### src/rtl/clnb_pkg.sv
`timescale 1ns / 1ps
// shared types and constants for the cell list neighbor builder
// no dependencies

package clnb_pkg;

    localparam int POS_BITS = 16;
    localparam int CMD_W    = 2;
    localparam int PIDX_W   = 10;
    localparam int CFG_W    = 32;
    localparam int SIDE_W   = 5;
    localparam int SIDE_MIN = 3;
    localparam int QDEPTH   = 2;

    localparam int DEF_MAX_PARTICLES      = 1024;
    localparam int DEF_CELL_CAPACITY      = 256;
    localparam int DEF_MAX_NEIGHBORS      = 64;
    localparam int DEF_MAX_CELLS_PER_SIDE = 16;

    localparam logic [CMD_W-1:0] CMD_CLEAR = 2'd0;
    localparam logic [CMD_W-1:0] CMD_LOAD  = 2'd1;
    localparam logic [CMD_W-1:0] CMD_QUERY = 2'd2;

    localparam logic REG_SIDE   = 1'b0;
    localparam logic REG_CUTOFF = 1'b1;

    typedef enum logic [1:0] {
        OP_CLEAR,
        OP_LOAD,
        OP_QUERY
    } clnb_op_t;

    typedef struct packed {
        clnb_op_t              op;
        logic [POS_BITS-1:0]   x_pos;
        logic [POS_BITS-1:0]   y_pos;
        logic [PIDX_W-1:0]     particle;
    } clnb_item_t;

    typedef enum logic [3:0] {
        ST_IDLE,
        ST_LD_CELL,
        ST_LD_FILL,
        ST_Q_COORD,
        ST_Q_CELL,
        ST_Q_FILL,
        ST_Q_MEM,
        ST_Q_J,
        ST_Q_SQ,
        ST_Q_CMP,
        ST_Q_END
    } clnb_state_t;

endpackage

### src/rtl/clnb_if.sv
`timescale 1ns / 1ps
// input and result channel interfaces (valid/ready)
// depends on clnb_pkg

interface clnb_in_if;
    import clnb_pkg::*;
    logic                valid;
    logic                ready;
    logic [CMD_W-1:0]    cmd;
    logic [POS_BITS-1:0] x_pos;
    logic [POS_BITS-1:0] y_pos;
    logic [PIDX_W-1:0]   particle;

    modport source (output valid, cmd, x_pos, y_pos, particle, input ready);
    modport sink (input valid, cmd, x_pos, y_pos, particle, output ready);
endinterface


### src/rtl/clnb_front.sv
`timescale 1ns / 1ps
// front end: accepts items, decodes the command and queues them
// depends on clnb_pkg and clnb_if

module clnb_front (
    input  logic                clk,
    input  logic                rst_n,
    clnb_in_if.sink             in_ch,
    output clnb_pkg::clnb_item_t q_item,
    output logic                q_valid,
    input  logic                q_pop
);
    import clnb_pkg::*;

    localparam int PW = $clog2(QDEPTH);

    clnb_item_t       entry_reg [QDEPTH];
    logic [PW-1:0]    wr_ptr_reg, wr_ptr_next;
    logic [PW-1:0]    rd_ptr_reg, rd_ptr_next;
    logic [PW:0]      cnt_reg, cnt_next;
    clnb_item_t       dec_item;
    logic             dec_keep;
    logic             push;
    logic             pop;

    // unused command code is accepted and dropped here
    always_comb
    begin
        dec_item.x_pos    = in_ch.x_pos;
        dec_item.y_pos    = in_ch.y_pos;
        dec_item.particle = in_ch.particle;
        dec_item.op       = OP_CLEAR;
        dec_keep          = 1'b1;
        unique case (in_ch.cmd)
            CMD_CLEAR: dec_item.op = OP_CLEAR;
            CMD_LOAD:  dec_item.op = OP_LOAD;
            CMD_QUERY: dec_item.op = OP_QUERY;
            default:   dec_keep = 1'b0;
        endcase
    end

    assign in_ch.ready = (cnt_reg != (PW+1)'(QDEPTH));
    assign q_valid     = (cnt_reg != '0);
    assign q_item      = entry_reg[rd_ptr_reg];
    assign push        = in_ch.valid && in_ch.ready && dec_keep;
    assign pop         = q_pop && q_valid;

    always_comb
    begin
        wr_ptr_next = push ? wr_ptr_reg + 1'b1 : wr_ptr_reg;
        rd_ptr_next = pop ? rd_ptr_reg + 1'b1 : rd_ptr_reg;
        cnt_next    = cnt_reg + (PW+1)'(push) - (PW+1)'(pop);
    end

    always_ff @(posedge clk or negedge rst_n)
    begin
        if (!rst_n)
        begin
            wr_ptr_reg <= '0;
            rd_ptr_reg <= '0;
            cnt_reg    <= '0;
        end
        else
        begin
            wr_ptr_reg <= wr_ptr_next;
            rd_ptr_reg <= rd_ptr_next;
            cnt_reg    <= cnt_next;
        end
    end

    always_ff @(posedge clk)
    begin
        if (push)
        begin
            entry_reg[wr_ptr_reg] <= dec_item;
        end
    end

endmodule

### src/flat_wrapper.sv
// flat-port wrapper written by rule: the top's interface ports become plain ports
module clnb_front_flat import clnb_pkg::*;
  (clk, rst_n, q_item, q_valid, q_pop, in_ch_valid, in_ch_cmd, in_ch_x_pos, in_ch_y_pos, in_ch_particle, in_ch_ready);
  clnb_in_if in_ch_i ();
  input  logic clk;
  input  logic rst_n;
  output clnb_pkg::clnb_item_t q_item;
  output logic q_valid;
  input  logic q_pop;
  input wire logic [$bits(in_ch_i.valid)-1:0] in_ch_valid;
  input wire logic [$bits(in_ch_i.cmd)-1:0] in_ch_cmd;
  input wire logic [$bits(in_ch_i.x_pos)-1:0] in_ch_x_pos;
  input wire logic [$bits(in_ch_i.y_pos)-1:0] in_ch_y_pos;
  input wire logic [$bits(in_ch_i.particle)-1:0] in_ch_particle;
  output wire logic [$bits(in_ch_i.ready)-1:0] in_ch_ready;
  assign in_ch_i.valid = in_ch_valid;
  assign in_ch_i.cmd = in_ch_cmd;
  assign in_ch_i.x_pos = in_ch_x_pos;
  assign in_ch_i.y_pos = in_ch_y_pos;
  assign in_ch_i.particle = in_ch_particle;
  assign in_ch_ready = in_ch_i.ready;
  clnb_front u_core (.clk(clk), .rst_n(rst_n), .in_ch(in_ch_i), .q_item(q_item), .q_valid(q_valid), .q_pop(q_pop));
endmodule
### config.mk
export PLATFORM = sky130hd
export DESIGN_NAME = clnb_front_flat
export DESIGN_NICKNAME = d
export VERILOG_FILES = /design/src/rtl/clnb_pkg.sv /design/src/rtl/clnb_if.sv /design/src/rtl/clnb_front.sv /design/src/flat_wrapper.sv
export SDC_FILE = /design/constraint.sdc
export NUM_CORES = 1
export LEC_CHECK = 0
export BUFFER_PORTS_ARGS = -buffer_cell sky130_fd_sc_hd__buf_2
export CORE_ASPECT_RATIO = 0.7
export CORE_MARGIN = 2
export CORE_UTILIZATION = 45
export CTS_CLUSTER_DIAMETER = 100
export DETAILED_ROUTE_END_ITERATION = 12
export PLACE_DENSITY = 0.7
export SLEW_MARGIN = 20
export SYNTH_ARGS = -nofsm -noshare
export SYNTH_HDL_FRONTEND = slang
export SYNTH_SLANG_ARGS = --single-unit
### constraint.sdc
create_clock -name clk -period 5.5 [get_ports clk]
set_clock_uncertainty 0.2 [all_clocks]
set_input_delay 0.825 -clock clk [delete_from_list [all_inputs] [get_ports clk]]
set_output_delay 0.825 -clock clk [all_outputs]
set_load 0.02 [all_outputs]
== Yosys cells after proc, flatten, opt, wreduce, memory -nomap -nowiden ==
Memory sizes are Yosys's and may differ from the RTL's.
Index checks and enable logic that the tools add are counted.

* Register bits after elaboration: 4
* Memory bits (writable): 88
* Input port bits: 48
* Output and inout port bits: 46
* Memories kept: 1

{| class="wikitable"
|+ Memory list
! name !! words !! width !! rd ports !! clocked after memory_dff !! wr ports !! RTL line !! source
|-
| u_core.entry_reg || 2 || 44 || 1 || 0 || 1 || clnb_front.sv:17 || <nowiki>clnb_item_t entry_reg [QDEPTH];</nowiki>
|}

* $add $sub $neg: 4
* Eq/ne operators: 3
* Multiplexer cells: 4
* Reduce and logical (&&, ||, !) cells: 6

{| class="wikitable"
|+ Operators with widths
! cell !! number
|-
| case mux 2 bit (2 select lines) || 1
|-
| logical AND 1 bit || 3
|-
| two-way mux 1 bit || 3
|-
| OR reduction 3 bit || 1
|-
| adder 1 bit (second input constant) || 2
|-
| adder 2 x 1 -> 2 bit || 1
|-
| == test 2 x 1 -> 1 bit (second input constant) || 1
|-
| == test 2 bit (second input constant) || 1
|-
| logical NOT 2 bit || 1
|-
| inequality test 2 bit (second input constant) || 1
|-
| nonzero test 2 bit || 1
|-
| subtractor 2 x 1 -> 2 bit || 1
|}

== Longest topological paths before layout ==
* Word-level depth: 6
* Mapped depth: 5
* Depth with buffers taken out: 5

== Least setup slack after synthesis ==
Ideal clock, no wire load.

* Path kind: input-to-reg
* Start: input port in_ch_cmd[1]
* End: memory u_core.entry_reg[0][0] (netlist name) (enable)
* Setup time: 0.446 ns
* Arrival time: 2.941 ns
* Slack: 1.913 ns
* Stages: 3
* Buffers on the path: 0
* Path through: nand2_1 nand3_1 nor2_1

* Cells in the longest elaborated chain, start to end: 6
* Elaborated cells between the ends (all ways): 8
* Classes of those cells: 2 x eq/ne; 3 x mux; 3 x reduce/logical

{| class="wikitable"
|+ Ends and longest elaborated chain
! what !! RTL line !! source
|-
| start, declared || flat_wrapper.sv:11 || <nowiki>input wire logic [$bits(in_ch_i.cmd)-1:0] in_ch_cmd;</nowiki>
|-
| == test 2 x 1 -> 1 bit, or another cell as far along || clnb_front.sv:34 || <nowiki>unique case (in_ch.cmd)</nowiki>
|-
| OR reduction 3 bit (no source line) (*) || -- ||
|-
| two-way mux 1 bit (*) || clnb_front.sv:34 ||
|-
| logical AND 1 bit (*) || clnb_front.sv:45 || <nowiki>assign push = in_ch.valid && in_ch.ready && dec_keep;</nowiki>
|-
| two-way mux 1 bit (*) || clnb_front.sv:73 || <nowiki>if (push)</nowiki>
|-
| two-way mux 1 bit (implied by the code) (*) || clnb_front.sv:75 || <nowiki>entry_reg[wr_ptr_reg] <= dec_item;</nowiki>
|-
| end, declared || clnb_front.sv:17 ||
|}

Mark *: on every way between the ends. The rest lies on a longest branch, timed or not.

==> impl_metrics.ini <==
[cts]
hold_buffers = 0
tritoncts = built
cts.sinks = 92
path_clk_slew_ps = 60
cts_buffers = 9
htree_levels = 3
clk_path_buf_depth = 2
cts_resized = 0
postCtsSetupRepairBufs = 0
clk_latency_ps = 330
cts-root-buf = clkbuf_16

[detailed_routing]
dr.pass1.iters = 4
ant_nets = 0
drc = 0
vias_per_cell = 4.74
routed_wl_um = 5660
num_vias = 1741
first_iter_violations = 63
routedWlPerCell_um = 15.4

[placement]
routabilityCongestion = 0.698
io_buffer_count = 93
place_inst = 351
dp_hpwl_um = 3810

[yosys]
seq_area_frac_synth = 0.770
synth_top_cell_by_area = edfxtp_1
avgSynthCellArea_um2 = 22.4
syn_area_um2 = 3560
synthTopCellsByArea = edfxtp_1 (74%), mux2_4 (16%), dfrtp_1 (2.8%)
ys_types = 17
ys_seq_elements = 92
yosysWarnings = 0
synth_cells = 159
syn-num-nets = 208
synthDominantCellAreaShare = 0.742

[sta]
max_freq_mhz = 307
setup_violations = 0
hold_violations = 0
relSlewSlack = 0.570
setup_tns_ps = 0
holdWs_ps = 91.7
min_period_ps = 3260
rsz0062_at_grt = no
maxSlewViolCount = 0
tightest_slew_ps = 644
fin_crit_sh = 0.592

[grt]
grt_max_degree = 28
grt_pass1_wl_um = 8710
grt_pass1_vias = 1789
antenna_found_initial = 0
grt_overflow = 0
grt_usage = 0.137

[setup_path]
rr_endpoint = u_core.entry_reg[0][31]$_DFFE_PP_
timing.rr.start = u_core.cnt_reg[1]$_DFF_PN0_
rrSetupSlack_ps = 3140
cp-end-kind = primary output
critPathKind = reg2out
slowest_stage = dfrtp_2
cp.required_ps = 4470
crit_arrival_ps = 2230
crit_fanout = 27
critical_path_buf_inv_count = 2
critPathMaxStageDelay_ps = 750
start_kind = register
crit_family = flip-flops
r2r_cells = 4
timing.critical_path.cells = buf_4, mux2_2, buf_2

[layout]
diodes = 0
final_layout_size_suffix_gt1_frac = 0.598
fin_nets = 310
nFillCells = 596
largest_reg_flops = 88
regArea_um2 = 2740
multi_input_area_um2 = 772
final_util = 0.567
synthToLayoutAreaGrowth_pct = 23.7
final_cells = 367

[power]
total_power_w = 0.00232
vdd_drop_max_uv = 265
power_density_nw_per_um2 = 527
p_leak_nw = 1.77

[floorplanning]
fp.coreArea_um2 = 7770
dieWidth_um = 110
die_y_um = 78.5
dieArea_um2 = 8660
initial_core_util = 0.459
ios = 94
std_cell_rows = 27

[run]
cap_violations = 0

[outcome]
outcome = completed

[min_path]
hold_class = in2async
[worst max-delay path by stage]
| stage | slack, ps | to | cells past startpoint | from |
|---|---|---|---|---|
| after floorplan | 1910 | u_core.entry_reg[0][0]$_DFFE_PP_ | 3 | in_ch_cmd[1] |
| after global placement | 2580 | q_item[43] | 3 | u_core.rd_ptr_reg$_DFFE_PN0P_ |
| after detailed placement | 2560 | q_item[43] | 3 | u_core.rd_ptr_reg$_DFFE_PN0P_ |
| after CTS | 2200 | q_item[43] | 3 | u_core.rd_ptr_reg$_DFFE_PN0P_ |
| after global routing | 2120 | q_item[43] | 3 | u_core.rd_ptr_reg$_DFFE_PN0P_ |
| final | 2240 | q_item[43] | 3 | u_core.rd_ptr_reg$_DFFE_PN0P_ |
[report_power, final]
| group | total (W) | internal, W | switching (W) |
|---|---|---|---|
| Combinational | 0.000785 | 0.000361 | 0.000424 |
| Sequential | 0.000994 | 0.000921 | 0.0000726 |
| Clock | 0.000543 | 0.000303 | 0.000240 |
[routing by layer]
| metal | up-vias | wire, um | part of all wire | track usage |
|---|---|---|---|---|
| met4 | 0 | 11 | 0.0019 | 0.0300 |
| met1 | 850 | 2820 | 0.50 | 0.193 |
| met5 | - | 0 | 0 | 0 |
| met2 | 67 | 2360 | 0.42 | 0.198 |
| li1 | 822 | - | - | - |
| met3 | 2 | 471 | 0.083 | 0.0623 |
[final cells by class]
class,instances,share of cell area
tap,101,0.0287
inverter,2,0.00170
timing repair buffer,96,0.111
clock buffer,9,0.0511
clock inverter,7,0.00994
multi-input combinational,60,0.175
sequential,92,0.623
[synth_stat cells]
cell,count
and2_4,1
buf_6,5
dfrtp_1,4
edfxtp_1,88
ha_1,1
inv_1,2
mux2_2,5
mux2_4,39
nand2_1,1
nand2b_1,1
nand3_1,1
nand4b_1,1
nor2_1,2
nor2b_1,2
or2_1,1
xnor2_1,2
xor2_1,3
[cells by family after synthesis]
kind of cell             Yosys count  share of synthesized area
flip-flops                        92                      0.770
buffers and inverters              7                     0.0179
AND/OR/NAND/NOR                   10                     0.0165
adder cells (fa/ha/maj)            1                    0.00351
XOR/XNOR                           5                     0.0123
multiplexers                      44                      0.180
[metrics by stage]
stage	area [um2]	setup slack, ps
final	4410	2240
after global routing	4410	2120
after CTS	4410	2200
after detailed placement	4140	2560
after global placement	4140	2580
after floorplan	3560	1910
[layout by cell type (no fill, tap or decap)]
| cell | n |
|---|---|
| nand2_1 | 1 |
| buf_4 | 3 |
| or2_1 | 1 |
| buf_2 | 93 |
| nor2b_1 | 2 |
| clkinvlp_4 | 1 |
| and2_4 | 1 |
| nor2_4 | 2 |
| mux2_4 | 39 |
| dfrtp_1 | 3 |
| nand4b_1 | 1 |
| clkbuf_16 | 9 |
| nand3_1 | 1 |
| inv_1 | 2 |
| dfrtp_2 | 1 |
| edfxtp_1 | 88 |
| clkinv_1 | 1 |
| xnor2_1 | 2 |
| nand2b_1 | 1 |
| clkinv_4 | 2 |
| mux2_2 | 5 |
| clkinv_2 | 3 |
| ha_1 | 1 |
| xor2_1 | 3 |
(Power assumes the default switching activity.)
